## config.mk

```make
export PLATFORM = sky130hd
export DESIGN_NAME = signed_command_pwm_generator
export DESIGN_NICKNAME = d
export VERILOG_FILES = /design/src/scpg_pkg.sv /design/src/scpg_front.sv /design/src/scpg_queue.sv /design/src/scpg_back.sv /design/src/signed_command_pwm_generator.sv
export VERILOG_INCLUDE_DIRS = /design/src /design/src/src
export SDC_FILE = /design/constraint.sdc
export NUM_CORES = 1
export LEC_CHECK = 0
export BUFFER_PORTS_ARGS = -buffer_cell sky130_fd_sc_hd__buf_4
export CAP_MARGIN = 30
export CORE_UTILIZATION = 58
export CTS_CLUSTER_DIAMETER = 150
export DETAILED_ROUTE_END_ITERATION = 10
export GPL_TIMING_DRIVEN = 1
export PLACE_DENSITY = 0.75
export SLEW_MARGIN = 20
export SYNTH_ARGS = -nofsm -noshare
export SYNTH_HDL_FRONTEND = slang
export SYNTH_HIERARCHICAL = 1
export SYNTH_SLANG_ARGS = --single-unit
```

## constraint.sdc

```tcl
create_clock -name clk_i -period 9.7 [get_ports clk_i]
set_clock_uncertainty 0.15 [all_clocks]
set_input_delay 0.97 -clock clk_i [delete_from_list [all_inputs] [get_ports clk_i]]
set_output_delay 0.97 -clock clk_i [all_outputs]
set_load 0.02 [all_outputs]
```

## src/signed_command_pwm_generator_defines.svh

```systemverilog
// Assertion macros shared by the PWM generator modules.
`ifndef SIGNED_COMMAND_PWM_GENERATOR_DEFINES_SVH
`define SIGNED_COMMAND_PWM_GENERATOR_DEFINES_SVH
`ifndef SYNTH
`define SCPG_ASSERT(name, prop, msg) \
  name: assert property (@(posedge clk_i) disable iff (!rst_ni) (prop)) else $error(msg);
`define SCPG_ASSERT_RST(name, prop, msg) \
  name: assert property (@(posedge clk_i) (prop)) else $error(msg);
`else
`define SCPG_ASSERT(name, prop, msg)
`define SCPG_ASSERT_RST(name, prop, msg)
`endif
`endif

```

## src/scpg_pkg.sv

```systemverilog
// Types and constants of the signed command PWM generator.
package scpg_pkg;

  localparam int unsigned CMD_BITS      = 16;
  localparam int unsigned CMP_BITS      = 16;
  localparam int unsigned PERIOD_BITS   = 16;
  localparam int unsigned CFG_IDX_BITS  = 8;
  localparam int unsigned CFG_DATA_BITS = 16;

  localparam int unsigned MAG_BITS    = 14;
  localparam int unsigned PROD_BITS   = PERIOD_BITS + MAG_BITS;
  localparam int unsigned QIN_BITS    = PROD_BITS - 11;
  localparam int unsigned RECIP_BITS  = 22;
  localparam int unsigned RECIP_SHIFT = 24;
  localparam int unsigned QPROD_BITS  = QIN_BITS + RECIP_BITS;
  localparam int unsigned QUO_BITS    = QPROD_BITS - RECIP_SHIFT;

  // command limit of ten units at 1024 per unit
  localparam logic [MAG_BITS-1:0]   CMD_LIMIT = 14'd10240;
  // ceil(2^24 / 5): exact quotient by five for inputs below 2^22
  localparam logic [RECIP_BITS-1:0] RECIP5    = 22'd3355444;

  localparam logic [PERIOD_BITS-1:0] PERIOD_RESET = 16'd1500;

  localparam logic KIND_TICK = 1'b0;
  localparam logic KIND_CMD  = 1'b1;

  localparam int unsigned QUEUE_DEPTH = 4;
  localparam int unsigned QPTR_BITS   = $clog2(QUEUE_DEPTH);
  localparam int unsigned QCNT_BITS   = $clog2(QUEUE_DEPTH + 1);

  typedef enum logic [CFG_IDX_BITS-1:0] {
    REG_PERIOD    = 8'd0,
    REG_DUAL_MODE = 8'd1
  } scpg_reg_e;

  typedef enum logic [1:0] {
    OP_TICK,
    OP_SINGLE_A,
    OP_DUAL_A,
    OP_DUAL_B
  } scpg_op_e;

  typedef struct packed {
    logic                       kind;
    logic signed [CMD_BITS-1:0] command;
  } scpg_in_t;

  typedef struct packed {
    logic                pin_a;
    logic                pin_b;
    logic [CMP_BITS-1:0] count_now;
  } scpg_out_t;

  typedef struct packed {
    scpg_op_e            op;
    logic [CMP_BITS-1:0] cmp;
  } scpg_entry_t;

endpackage

```

## src/scpg_front.sv

```systemverilog
// Front end: accepts items, computes compare values, classifies operations.
`include "signed_command_pwm_generator_defines.svh"
module scpg_front (
  input  logic                                 clk_i,
  input  logic                                 rst_ni,
  input  logic [scpg_pkg::PERIOD_BITS-1:0]     period_i,
  input  logic                                 dual_i,
  input  logic                                 in_valid_i,
  output logic                                 in_stall_o,
  input  scpg_pkg::scpg_in_t                   in_item_i,
  input  logic                                 q_full_i,
  output logic                                 push_o,
  output scpg_pkg::scpg_entry_t                entry_o
);
  import scpg_pkg::*;

  logic adv;
  logic accept;

  // stage 1: clamped magnitude
  logic [CMD_BITS:0]   abs_v;
  logic [MAG_BITS-1:0] mag;
  logic                f1_valid_q;
  logic                f1_kind_q;
  logic                f1_neg_q;
  logic [MAG_BITS-1:0] f1_mag_q;

  // stage 2: product with period
  logic [PROD_BITS-1:0] prod;
  logic                 f2_valid_q;
  logic                 f2_kind_q;
  logic                 f2_neg_q;
  logic [PROD_BITS-1:0] f2_prod_q;

  // stage 3: quotient by five
  logic [QIN_BITS-1:0]   qin;
  logic                  frac_nz;
  logic [QPROD_BITS-1:0] qprod;
  logic                  f3_valid_q;
  logic                  f3_kind_q;
  logic                  f3_neg_q;
  logic                  f3_frac_nz_q;
  logic [QIN_BITS-1:0]   f3_x_q;
  logic [QUO_BITS-1:0]   f3_q_q;

  // stage 4: final compare and op code
  logic [QIN_BITS-1:0]    five_q;
  logic                   round_up;
  logic [QUO_BITS-1:0]    ceil_q;
  logic [PERIOD_BITS-1:0] half;
  logic [QUO_BITS-1:0]    pos_a;
  logic [CMP_BITS-1:0]    cmp_v;
  scpg_entry_t            entry_d;
  logic                   f4_valid_q;
  scpg_entry_t            f4_q;

  assign adv        = !(f4_valid_q && q_full_i);
  assign in_stall_o = !adv;
  assign accept     = in_valid_i && adv;

  assign abs_v = in_item_i.command[CMD_BITS-1]
               ? ((CMD_BITS+1)'(0) - {in_item_i.command[CMD_BITS-1], in_item_i.command})
               : {1'b0, in_item_i.command};
  assign mag   = (abs_v > (CMD_BITS+1)'(CMD_LIMIT)) ? CMD_LIMIT : abs_v[MAG_BITS-1:0];

  assign prod = PROD_BITS'(period_i) * PROD_BITS'(f1_mag_q);

  // dual divides by 10240 = 2048*5, single by 20480 = 4096*5
  assign qin     = dual_i ? f2_prod_q[PROD_BITS-1:11] : {1'b0, f2_prod_q[PROD_BITS-1:12]};
  assign frac_nz = !dual_i && (f2_prod_q[11:0] != 12'd0);
  assign qprod   = QPROD_BITS'(qin) * QPROD_BITS'(RECIP5);

  assign five_q   = {f3_q_q, 2'b00} + QIN_BITS'(f3_q_q);
  assign round_up = f3_frac_nz_q || (five_q != f3_x_q);
  assign ceil_q   = f3_q_q + QUO_BITS'(round_up);
  assign half     = {1'b0, period_i[PERIOD_BITS-1:1]};
  assign pos_a    = f3_q_q + QUO_BITS'(half);

  always_comb begin
    cmp_v = f3_q_q[CMP_BITS-1:0];
    if (!dual_i) begin
      if (!f3_neg_q) begin
        cmp_v = pos_a[CMP_BITS-1:0];
      end else if (ceil_q > QUO_BITS'(half)) begin
        cmp_v = '0; // saturate a negative offset compare
      end else begin
        cmp_v = half - ceil_q[CMP_BITS-1:0];
      end
    end
  end

  always_comb begin
    entry_d.cmp = cmp_v;
    if (f3_kind_q == KIND_TICK) begin
      entry_d.op = OP_TICK;
    end else if (!dual_i) begin
      entry_d.op = OP_SINGLE_A;
    end else if (f3_neg_q) begin
      entry_d.op = OP_DUAL_B;
    end else begin
      entry_d.op = OP_DUAL_A;
    end
  end

  always_ff @(posedge clk_i or negedge rst_ni) begin
    if (!rst_ni) begin
      f1_valid_q <= 1'b0;
      f2_valid_q <= 1'b0;
      f3_valid_q <= 1'b0;
      f4_valid_q <= 1'b0;
    end else if (adv) begin
      f1_valid_q <= accept;
      f2_valid_q <= f1_valid_q;
      f3_valid_q <= f2_valid_q;
      f4_valid_q <= f3_valid_q;
    end
  end

  always_ff @(posedge clk_i) begin
    if (adv) begin
      f1_kind_q    <= in_item_i.kind;
      f1_neg_q     <= in_item_i.command[CMD_BITS-1];
      f1_mag_q     <= mag;
      f2_kind_q    <= f1_kind_q;
      f2_neg_q     <= f1_neg_q;
      f2_prod_q    <= prod;
      f3_kind_q    <= f2_kind_q;
      f3_neg_q     <= f2_neg_q;
      f3_frac_nz_q <= frac_nz;
      f3_x_q       <= qin;
      f3_q_q       <= qprod[QPROD_BITS-1:RECIP_SHIFT];
      f4_q         <= entry_d;
    end
  end

  assign push_o  = f4_valid_q && !q_full_i;
  assign entry_o = f4_q;

  `SCPG_ASSERT(a_front_mag_clamped, f1_valid_q |-> (f1_mag_q <= CMD_LIMIT), "magnitude above limit")
  `SCPG_ASSERT(a_front_no_push_full, push_o |-> !q_full_i, "push into full queue")
  `SCPG_ASSERT(a_front_hold_on_full, (f4_valid_q && q_full_i) |=> f4_valid_q, "entry dropped")

endmodule

```

## src/scpg_queue.sv

```systemverilog
// Short queue of classified operations between front and back ends.
`include "signed_command_pwm_generator_defines.svh"
module scpg_queue (
  input  logic                  clk_i,
  input  logic                  rst_ni,
  input  logic                  push_i,
  input  scpg_pkg::scpg_entry_t entry_i,
  output logic                  full_o,
  output logic                  valid_o,
  input  logic                  pop_i,
  output scpg_pkg::scpg_entry_t head_o
);
  import scpg_pkg::*;

  scpg_entry_t          slots_q [QUEUE_DEPTH];
  logic [QPTR_BITS-1:0] wr_ptr_q;
  logic [QPTR_BITS-1:0] rd_ptr_q;
  logic [QCNT_BITS-1:0] cnt_q;
  logic [QCNT_BITS-1:0] cnt_d;

  assign full_o  = (cnt_q == QCNT_BITS'(QUEUE_DEPTH));
  assign valid_o = (cnt_q != '0);
  assign head_o  = slots_q[rd_ptr_q];

  always_comb begin
    cnt_d = cnt_q;
    if (push_i && !pop_i) begin
      cnt_d = cnt_q + 1'b1;
    end else if (pop_i && !push_i) begin
      cnt_d = cnt_q - 1'b1;
    end
  end

  always_ff @(posedge clk_i or negedge rst_ni) begin
    if (!rst_ni) begin
      wr_ptr_q <= '0;
      rd_ptr_q <= '0;
      cnt_q    <= '0;
    end else begin
      if (push_i) begin
        wr_ptr_q <= wr_ptr_q + 1'b1;
      end
      if (pop_i) begin
        rd_ptr_q <= rd_ptr_q + 1'b1;
      end
      cnt_q <= cnt_d;
    end
  end

  always_ff @(posedge clk_i) begin
    if (push_i) begin
      slots_q[wr_ptr_q] <= entry_i;
    end
  end

  `SCPG_ASSERT(a_queue_bound, cnt_q <= QCNT_BITS'(QUEUE_DEPTH), "queue count overflow")
  `SCPG_ASSERT(a_queue_fill, (push_i && !pop_i) |=> (cnt_q == $past(cnt_q) + 1'b1), "count not advanced")
  `SCPG_ASSERT(a_queue_pop_nonempty, pop_i |-> valid_o, "pop from empty queue")

endmodule

```

## src/scpg_back.sv

```systemverilog
// Back end: counter, shadow and active compares, pin levels, output register.
`include "signed_command_pwm_generator_defines.svh"
module scpg_back #(
  parameter int unsigned COUNT_BITS = 16
) (
  input  logic                             clk_i,
  input  logic                             rst_ni,
  input  logic [scpg_pkg::PERIOD_BITS-1:0] period_i,
  input  logic                             dual_i,
  input  logic                             q_valid_i,
  input  scpg_pkg::scpg_entry_t            q_entry_i,
  output logic                             q_pop_o,
  output logic                             out_valid_o,
  input  logic                             out_stall_i,
  output scpg_pkg::scpg_out_t              out_item_o
);
  import scpg_pkg::*;

  localparam int unsigned CW = (COUNT_BITS > PERIOD_BITS) ? COUNT_BITS : PERIOD_BITS;

  logic [COUNT_BITS-1:0] counter_q, counter_d, cnt_nx;
  logic [CMP_BITS-1:0]   shadow_a_q, shadow_a_d;
  logic [CMP_BITS-1:0]   shadow_b_q, shadow_b_d;
  logic [CMP_BITS-1:0]   active_a_q, active_a_d;
  logic [CMP_BITS-1:0]   active_b_q, active_b_d;
  logic                  level_a_q, level_a_d;
  logic                  level_b_q, level_b_d;
  logic                  out_valid_q, out_valid_d;
  scpg_out_t             out_q, out_d;
  logic [CW-1:0]         cnt_ext, nx_ext, per_ext;

  assign q_pop_o = q_valid_i && (!out_valid_q || !out_stall_i);

  assign cnt_ext = CW'(counter_q);
  assign per_ext = CW'(period_i);
  // any count at or above period wraps to zero
  assign cnt_nx  = (cnt_ext >= per_ext) ? '0 : counter_q + 1'b1;
  assign nx_ext  = CW'(cnt_nx);

  always_comb begin
    counter_d  = counter_q;
    shadow_a_d = shadow_a_q;
    shadow_b_d = shadow_b_q;
    active_a_d = active_a_q;
    active_b_d = active_b_q;
    level_a_d  = level_a_q;
    level_b_d  = level_b_q;
    if (q_pop_o) begin
      unique case (q_entry_i.op)
        OP_TICK: begin
          counter_d = cnt_nx;
          if (nx_ext == per_ext) begin
            // period event wins over a compare match
            active_a_d = shadow_a_q;
            active_b_d = shadow_b_q;
            level_a_d  = 1'b1;
            level_b_d  = 1'b1;
          end else begin
            if (nx_ext == CW'(active_a_q)) begin
              level_a_d = 1'b0;
            end
            if (nx_ext == CW'(active_b_q)) begin
              level_b_d = 1'b0;
            end
          end
        end
        OP_SINGLE_A: begin
          shadow_a_d = q_entry_i.cmp;
        end
        OP_DUAL_A: begin
          shadow_a_d = q_entry_i.cmp;
          shadow_b_d = '0;
        end
        OP_DUAL_B: begin
          shadow_a_d = '0;
          shadow_b_d = q_entry_i.cmp;
        end
        default: begin
        end
      endcase
      if (!dual_i) begin
        level_b_d = 1'b0;
      end
    end
  end

  always_comb begin
    out_valid_d       = q_pop_o || (out_valid_q && out_stall_i);
    out_d.pin_a       = level_a_d;
    out_d.pin_b       = level_b_d;
    out_d.count_now   = CMP_BITS'(CW'(counter_d));
  end

  always_ff @(posedge clk_i or negedge rst_ni) begin
    if (!rst_ni) begin
      counter_q   <= '0;
      shadow_a_q  <= '0;
      shadow_b_q  <= '0;
      active_a_q  <= '0;
      active_b_q  <= '0;
      level_a_q   <= 1'b0;
      level_b_q   <= 1'b0;
      out_valid_q <= 1'b0;
    end else begin
      counter_q   <= counter_d;
      shadow_a_q  <= shadow_a_d;
      shadow_b_q  <= shadow_b_d;
      active_a_q  <= active_a_d;
      active_b_q  <= active_b_d;
      level_a_q   <= level_a_d;
      level_b_q   <= level_b_d;
      out_valid_q <= out_valid_d;
    end
  end

  always_ff @(posedge clk_i) begin
    if (q_pop_o) begin
      out_q <= out_d;
    end
  end

  assign out_valid_o = out_valid_q;
  assign out_item_o  = out_q;

  `SCPG_ASSERT_RST(a_back_reset_empty, !rst_ni |=> !out_valid_q, "output valid in reset")
  `SCPG_ASSERT(a_back_pop_shows, q_pop_o |=> out_valid_q, "popped entry not shown")
  `SCPG_ASSERT(a_back_cmd_no_count, (q_pop_o && q_entry_i.op != OP_TICK) |=> $stable(counter_q), "command moved counter")

endmodule

```

## src/signed_command_pwm_generator.sv

```systemverilog
// Top level of the signed command PWM generator with its configuration registers.
// Path: an accepted item passes 4 compute stages, one queue slot write, then the
//   back end output register. Throughput: one item per cycle while not stalled;
//   the back end applies one queued operation a cycle unless out_stall_i holds it.
// Reset: counter, compares and pins clear, period 1500, single mode; no clearing pass.
module signed_command_pwm_generator #(
  parameter int unsigned COUNT_BITS = 16
) (
  input  logic                               clk_i,
  input  logic                               rst_ni,
  input  logic                               in_valid_i,
  output logic                               in_stall_o,
  input  scpg_pkg::scpg_in_t                 in_item_i,
  output logic                               out_valid_o,
  input  logic                               out_stall_i,
  output scpg_pkg::scpg_out_t                out_item_o,
  input  logic                               cfg_valid_i,
  output logic                               cfg_ready_o,
  input  logic [scpg_pkg::CFG_IDX_BITS-1:0]  cfg_index_i,
  input  logic [scpg_pkg::CFG_DATA_BITS-1:0] cfg_data_i
);
  import scpg_pkg::*;

  logic [PERIOD_BITS-1:0] period_q;
  logic                   dual_q;
  logic                   q_full;
  logic                   push;
  scpg_entry_t            entry;
  logic                   q_valid;
  logic                   q_pop;
  scpg_entry_t            q_head;

  assign cfg_ready_o = 1'b1;

  always_ff @(posedge clk_i or negedge rst_ni) begin
    if (!rst_ni) begin
      period_q <= PERIOD_RESET;
      dual_q   <= 1'b0;
    end else if (cfg_valid_i && cfg_ready_o) begin
      unique case (cfg_index_i)
        REG_PERIOD:    period_q <= cfg_data_i[PERIOD_BITS-1:0];
        REG_DUAL_MODE: dual_q   <= cfg_data_i[0];
        default: begin
          // drop writes to unknown registers
        end
      endcase
    end
  end

  scpg_front u_front (
    .clk_i      (clk_i),
    .rst_ni     (rst_ni),
    .period_i   (period_q),
    .dual_i     (dual_q),
    .in_valid_i (in_valid_i),
    .in_stall_o (in_stall_o),
    .in_item_i  (in_item_i),
    .q_full_i   (q_full),
    .push_o     (push),
    .entry_o    (entry)
  );

  scpg_queue u_queue (
    .clk_i   (clk_i),
    .rst_ni  (rst_ni),
    .push_i  (push),
    .entry_i (entry),
    .full_o  (q_full),
    .valid_o (q_valid),
    .pop_i   (q_pop),
    .head_o  (q_head)
  );

  scpg_back #(
    .COUNT_BITS (COUNT_BITS)
  ) u_back (
    .clk_i       (clk_i),
    .rst_ni      (rst_ni),
    .period_i    (period_q),
    .dual_i      (dual_q),
    .q_valid_i   (q_valid),
    .q_entry_i   (q_head),
    .q_pop_o     (q_pop),
    .out_valid_o (out_valid_o),
    .out_stall_i (out_stall_i),
    .out_item_o  (out_item_o)
  );

endmodule

```

==> results_dict.tcl, run 1 <==
set metrics [dict create \
    status "completed" \
    syn2layout_area_growth_pct 7.586 \
    crit_top_cell "fa_1" \
    drive_gt1_share_pct 10.33 \
    synth.most_common_cell "inv_1" \
    root_buffer "clkbuf_16" \
    muxShareOfSynthArea_pct 4.985 \
    drt-initial-drc-count 1826 \
    ys.warnings.count 6 \
    final_cell_count_no_fill 3463 \
    drc 0 \
    netlist_area_um2 29010 \
    hp-class "flop to flop" \
    gp_congestion 0.9319 \
    drt-pass1-iter-count 5 \
    synth_adder_area_share_pct 32.16 \
    dieArea_um2 50920 \
    route.vias.total 20420 \
    antenna_found_initial 1 \
    cts_resized 0 \
    totalWireLength_um 70980 \
    critPathTopFamily "adder cells" \
    synth_compound_area_share_pct 9.768 \
    via_per_inst 5.897 \
    synth-async-reset-ratio_pct 36.27 \
    worst-slew-pin-transition_ps 984.2 \
    io_buffers 65 \
    netlist.area_leader.share_pct 20.18 \
    hold_violations 0 \
    grt-ovfl-total 0 \
    end_kind "flop" \
    power.density_nw_per_um2 342.3 \
    synth_fp_nets 3360 \
    crit_type "flop to flop" \
    setup_tns_ps 0 \
    whs_ps 273.9 \
    cts_sinks 306 \
    pin_count 67 \
    cpMaxStageDelayCell "dfrtp_1" \
    slew_violations 0 \
    yosysTopAreaCell "edfxtp_1" \
    setup_violations 0 \
    nFillCells 3917 \
    tritoncts.num_buffers 34 \
    synth_xor_area_share_pct 5.141 \
    cts_tree "yes" \
    crit_path_max_incr_delay_ps 950 \
    clkLatencyLatePin_ps 560 \
    holdBufCountCts 0 \
    synth_cell_types 101 \
    finalPower_mw 10.69 \
    yosys-top-cells-area "edfxtp_1, fa_1, ha_1" \
    synth_ff_type "edfxtp_1" \
    power_leakage_nw 14.78 \
    grt_max_degree 61 \
    finalCriticalPeriod_ps 7242 \
    start_kind "flop" \
    ant_nets 0 \
    fmax_mhz 138.1 \
    nets 3403 \
    start_util_pct 59.03 \
    worstPathCellList "nand2_1 -> fa_1 -> inv_1 -> fa_1 -> fa_1 -> inv_1 -> fa_1 -> fa_1 -> inv_1 -> fa_1 -> ha_1 -> and3_1 -> a221o_1 -> a31oi_1 -> o21ai_1 -> a31o_2 -> a211oi_1 -> a21oi_1 -> xnor2_1" \
    track_usage_pct 29.21 \
    grt_pass1_wl_um 114300 \
    seq_area_frac_synth_pct 29.79 \
    hpwl_um 54830 \
    crit_fanout 21 \
    clkTransAtPathRegs_ps 60 \
    h-tree-depth 2 \
    grt_setup_unrepaired "false" \
    synth_simple_gate_area_share_pct 11.44 \
    required_ps 9840 \
    fp.coreArea_um2 49150 \
    row_count 81 \
    slew_headroom_pct 34.39 \
    ir_drop_mv 1.058 \
    cts_buffer_depth 3 \
    ys_seq_elements 306 \
    fin_crit_sh_pct 74.66 \
    synth_common_cells "inv_1, ha_1, fa_1" \
    drv_cap 0 \
    die_h_um 225.7 \
    crit_arrival_ps 7380 \
    critPathBufInv 3 \
    wire_per_inst_um 20.50 \
    synth_top_family_by_area "adder cells" \
    first_global_vias 21240 \
    fp.dieW_um 225.7 \
    syn_inst 2729 \
    post_cts_buffers 0 \
    synth_edf_count 195 \
    syn_avg_cell_area_um2 10.63 \
    dp.cells 3400 \
]
==> cell families after synthesis <==
family / count (synthesis)
xor+xnor: 166
buf+inv: 497
other cells: 1
fa+ha+maj: 585
compound gates: 418
flops: 306
mux: 102
simple gates: 654
==> through the flow <==
step | cell area [um2] | util [%] | worst slack [ps]
floorplan | 29010 | - | 3143
global placement | 30100 | 61.24 | 2609
detailed placement | 30120 | 61.28 | 2528
CTS | 31210 | 63.50 | 2468
global route | 31210 | 63.50 | 2054
finish | 31210 | 63.50 | 2458
==> flip-flops by register name, indices dropped and copies added (netlist names), 2 cells and up <==
| name | cells |
|---|---|
| u_queue/rd_ptr_q | 2 |
| u_front/f2_prod_q | 30 |
| u_queue/wr_ptr_q | 2 |
| u_back/shadow_a_q | 16 |
| u_back/out_item_o | 18 |
| u_back/shadow_b_q | 16 |
| period_q | 16 |
| u_front/entry_o | 18 |
| u_queue/cnt_q | 3 |
| u_front/f3_x_q | 19 |
| u_front/f1_mag_q | 14 |
| u_front/f3_q_q | 17 |
| u_back/cnt_ext | 16 |
| u_back/active_b_q | 16 |
| u_queue/slots_q | 72 |
| u_back/active_a_q | 16 |
==> path summary, 6_finish.rpt <==
kind / startpoint / to / slack (ps) / depth (start not counted)
min in group asynchronous: rst_ni / period_q[13] / 300 / 1
hold / removal: u_front/f1_neg_q / u_front/f2_neg_q / 270 / 0
setup / recovery: period_q[5] / u_front/f2_prod_q[27] / 2460 / 19
setup reg to reg: period_q[5] / u_front/f2_prod_q[27] / 2460 / 19
hold reg to reg: u_front/f1_neg_q / u_front/f2_neg_q / 270 / 0
max in group asynchronous: rst_ni / u_queue/wr_ptr_q[0] / 7820 / 2
==> metal layers <==
layer / vias to the layer above / GRT usage, % / share of wire, %
met5: - / 0 / 0
met4: 0 / 10.09 / 3.4
met3: 138 / 3.643 / 5.5
met2: 682 / 51.03 / 50
met1: 10260 / 37.44 / 41
li1: 9346 / - / -
==> final cells by class <==
cell class	instances	area, um2	area share, %
antenna	1	2.502	0.008017
tap	664	830.8	2.662
inverter	421	1580	5.063
clock buffer	49	968.4	3.103
timing repair buffer	83	623.1	1.996
clock inverter	13	123.9	0.3968
multi-input combinational	1926	18440	59.08
sequential	306	8643	27.69
==> cells in the final DEF (no fill, tap or decap), types with 15 or more instances in the layout <==
master / count
nand3_1: 37
dfrtp_1: 103
xnor2_1: 102
mux2_2: 44
nand2_1: 253
o31ai_1: 16
inv_1: 421
clkbuf_16: 35
a22o_1: 16
o21ai_0: 88
a21oi_1: 91
a31oi_1: 23
nand4_1: 17
and2_1: 99
a211oi_1: 15
mux2_4: 29
and3_1: 18
buf_4: 83
o21a_1: 15
ha_1: 317
xor2_1: 62
edfxtp_1: 195
fa_1: 268
nor3_1: 30
nor2_1: 94
mux4_2: 18
a21o_1: 38
==> power breakdown <==
group          total [mW]  internal [mW]  switching, mW
sequential           2.52           2.04          0.485
clock                1.27          0.732          0.540
combinational        6.89           2.77           4.12
total                10.7           5.54           5.15
Power figures use the tool's default switching activity.
==> run 2: changes to the inputs <==
==> constraint.sdc (replaced) <==
create_clock -name clk_i -period 7 [get_ports clk_i]
set_clock_uncertainty 0.15 [all_clocks]
set_input_delay 0.7 -clock clk_i [delete_from_list [all_inputs] [get_ports clk_i]]
set_output_delay 0.7 -clock clk_i [all_outputs]
set_load 0.02 [all_outputs]
==> run 2 against run 1 <==
Effect of this change:
- sequential share of layout area shrank 0.43 points
- worst hold slack lost 100 ps
- critical path type unchanged
- cell area grew 1.6%
- global-route usage grew 0.61 points
- die area is the same
==> results_dict.tcl, run 2 (same netlist as run 1, synthesis figures left out) <==
set metrics [dict create \
    reg2reg_depth 20 \
    hold_start "in_item_i[16]" \
    placed_area_um2 30450 \
    final_cell_mix "inv_1, ha_1, fa_1" \
    multi_input_area_um2 18460 \
    regMostFlops "u_queue/slots_q" \
    setup_violations 0 \
    h-tree-depth 2 \
    drive_gt1_share_pct 12.24 \
    status "completed" \
    drv_cap 0 \
    fp.dieW_um 225.7 \
    largest_registers "u_queue/slots_q x72, u_front/f2_prod_q x30, u_front/f3_x_q x19" \
    layout_commonest_cell "inv_1" \
    route.vias.total 20610 \
    crit_fanout 9 \
    tritoncts.num_buffers 35 \
    end_kind "flop" \
    largest_reg_flops 72 \
    crit_top_cell "fa_1" \
    grt_pass1_wl_um 116700 \
    start_util_pct 59.03 \
    first_global_vias 21550 \
    hold_path_end "u_front/f1_kind_q" \
    crit_arrival_ps 6980 \
    worst-slew-pin-transition_ps 952.5 \
    pin_count 67 \
    cts_sinks 306 \
    ir_drop_mv 1.219 \
    drt-initial-drc-count 1541 \
    clkTransAtPathRegs_ps 60 \
    wire_per_inst_um 20.55 \
    drc 0 \
    io_buffers 65 \
    track_usage_pct 29.82 \
    start_kind "flop" \
    grt_max_degree 110 \
    cts_buffer_depth 3 \
    ant_nets 0 \
    hp-class "input port to flop" \
    finalPower_mw 14.77 \
    via_per_inst 5.862 \
    fmax_mhz 146.6 \
    worstPathCellList "buf_4 -> nand2_1 -> fa_1 -> inv_1 -> fa_1 -> inv_1 -> fa_1 -> inv_1 -> fa_1 -> fa_1 -> fa_1 -> ha_1 -> a41o_1 -> a211oi_2 -> o21ai_0 -> a22oi_1 -> o21ai_1 -> a211o_1 -> a21oi_1 -> xnor2_1" \
    hpwl_um 56970 \
    critPathTopFamily "adder cells" \
    crit_path_max_incr_delay_ps 620 \
    fin_crit_sh_pct 97.47 \
    hold_violations 0 \
    crit_type "flop to flop" \
    cts_tree "yes" \
    syn2layout_area_growth_pct 9.315 \
    nets 3455 \
    grt-ovfl-total 0 \
    row_count 81 \
    finalCriticalPeriod_ps 6823 \
    holdPathStages 1 \
    finalInstanceArea_um2 31720 \
    power.density_nw_per_um2 465.7 \
    power_leakage_nw 15.07 \
    slew_headroom_pct 36.50 \
    totalWireLength_um 72240 \
    ff2ff_setup_slack_ps 180 \
    cpMaxStageDelayCell "edfxtp_1" \
    antenna_found_initial 1 \
    r2r-end "u_front/f2_prod_q[28]" \
    nFillCells 3864 \
    fp.coreArea_um2 49150 \
    setup_tns_ps 0 \
    rr_startpoint "u_front/f1_mag_q[5]" \
    area.sequential_um2 8645 \
    dieArea_um2 50920 \
    slew_violations 0 \
    die_h_um 225.7 \
    critPathBufInv 4 \
    clkLatencyLatePin_ps 570 \
    gp_congestion 0.9706 \
    root_buffer "clkbuf_16" \
    drt-pass1-iter-count 5 \
    required_ps 7150 \
]
-- run 2: layout make-up --
type,instances,area share [%]
antenna,1,0.007890
clock buffer,42,2.876
clock inverter,22,0.7614
inverter,421,4.983
multi-input combinational,1926,58.20
sequential,306,27.26
tap,664,2.620
timing repair buffer,134,3.298
-- run 2: report_power, final --
part / leakage [nW] / internal [mW] / switching (mW)
logic: 11.1 / 3.92 / 5.63
clock network: 0.545 / 1.04 / 0.812
registers: 3.47 / 2.82 / 0.550
total: 15.1 / 7.78 / 6.99
-- run 2: metrics by stage --
stage	util (%)	std cells	hold WS, ps	setup WS (ps)
after floorplan	-	2729	250.3	443.1
after global placement	61.89	3439	255.5	404.5
after detailed placement	61.94	3443	255.4	289.1
after CTS	64.31	3508	138.3	220.4
after global routing	64.52	3516	147.6	-7.642
final	64.52	3516	170.0	176.8
-- run 2: worst max path at each step --
stage,startpoint,to,slack [ps],cells past startpoint
finish,u_front/f1_mag_q[5],u_front/f2_prod_q[28],180,20
global route,period_q[6],u_front/f2_prod_q[27],-8,19
CTS,period_q[6],u_front/f2_prod_q[27],220,19
detailed placement,u_front/f1_mag_q[6],u_front/f2_prod_q[28],290,19
global placement,dual_q,u_front/f3_q_q[14],400,20
floorplan,dual_q,u_front/f3_q_q[16],440,21
-- run 2: routing by layer --
layer,vias to the layer above,part of all wire [%],GRT usage [%]
met2,700,49,51.31
met5,-,0,0
li1,9469,-,-
met3,194,6.0,4.983
met1,10250,40,37.10
met4,0,4.5,12.71
-- run 2: timing repair --
item | in CTS | in global routing
hold buffers | 1 | 0
setup endpoints to repair | 0 | 5
resized for setup | 0 | 5
hold endpoints to repair | 30 | 0
buffers inserted | 0 | 6
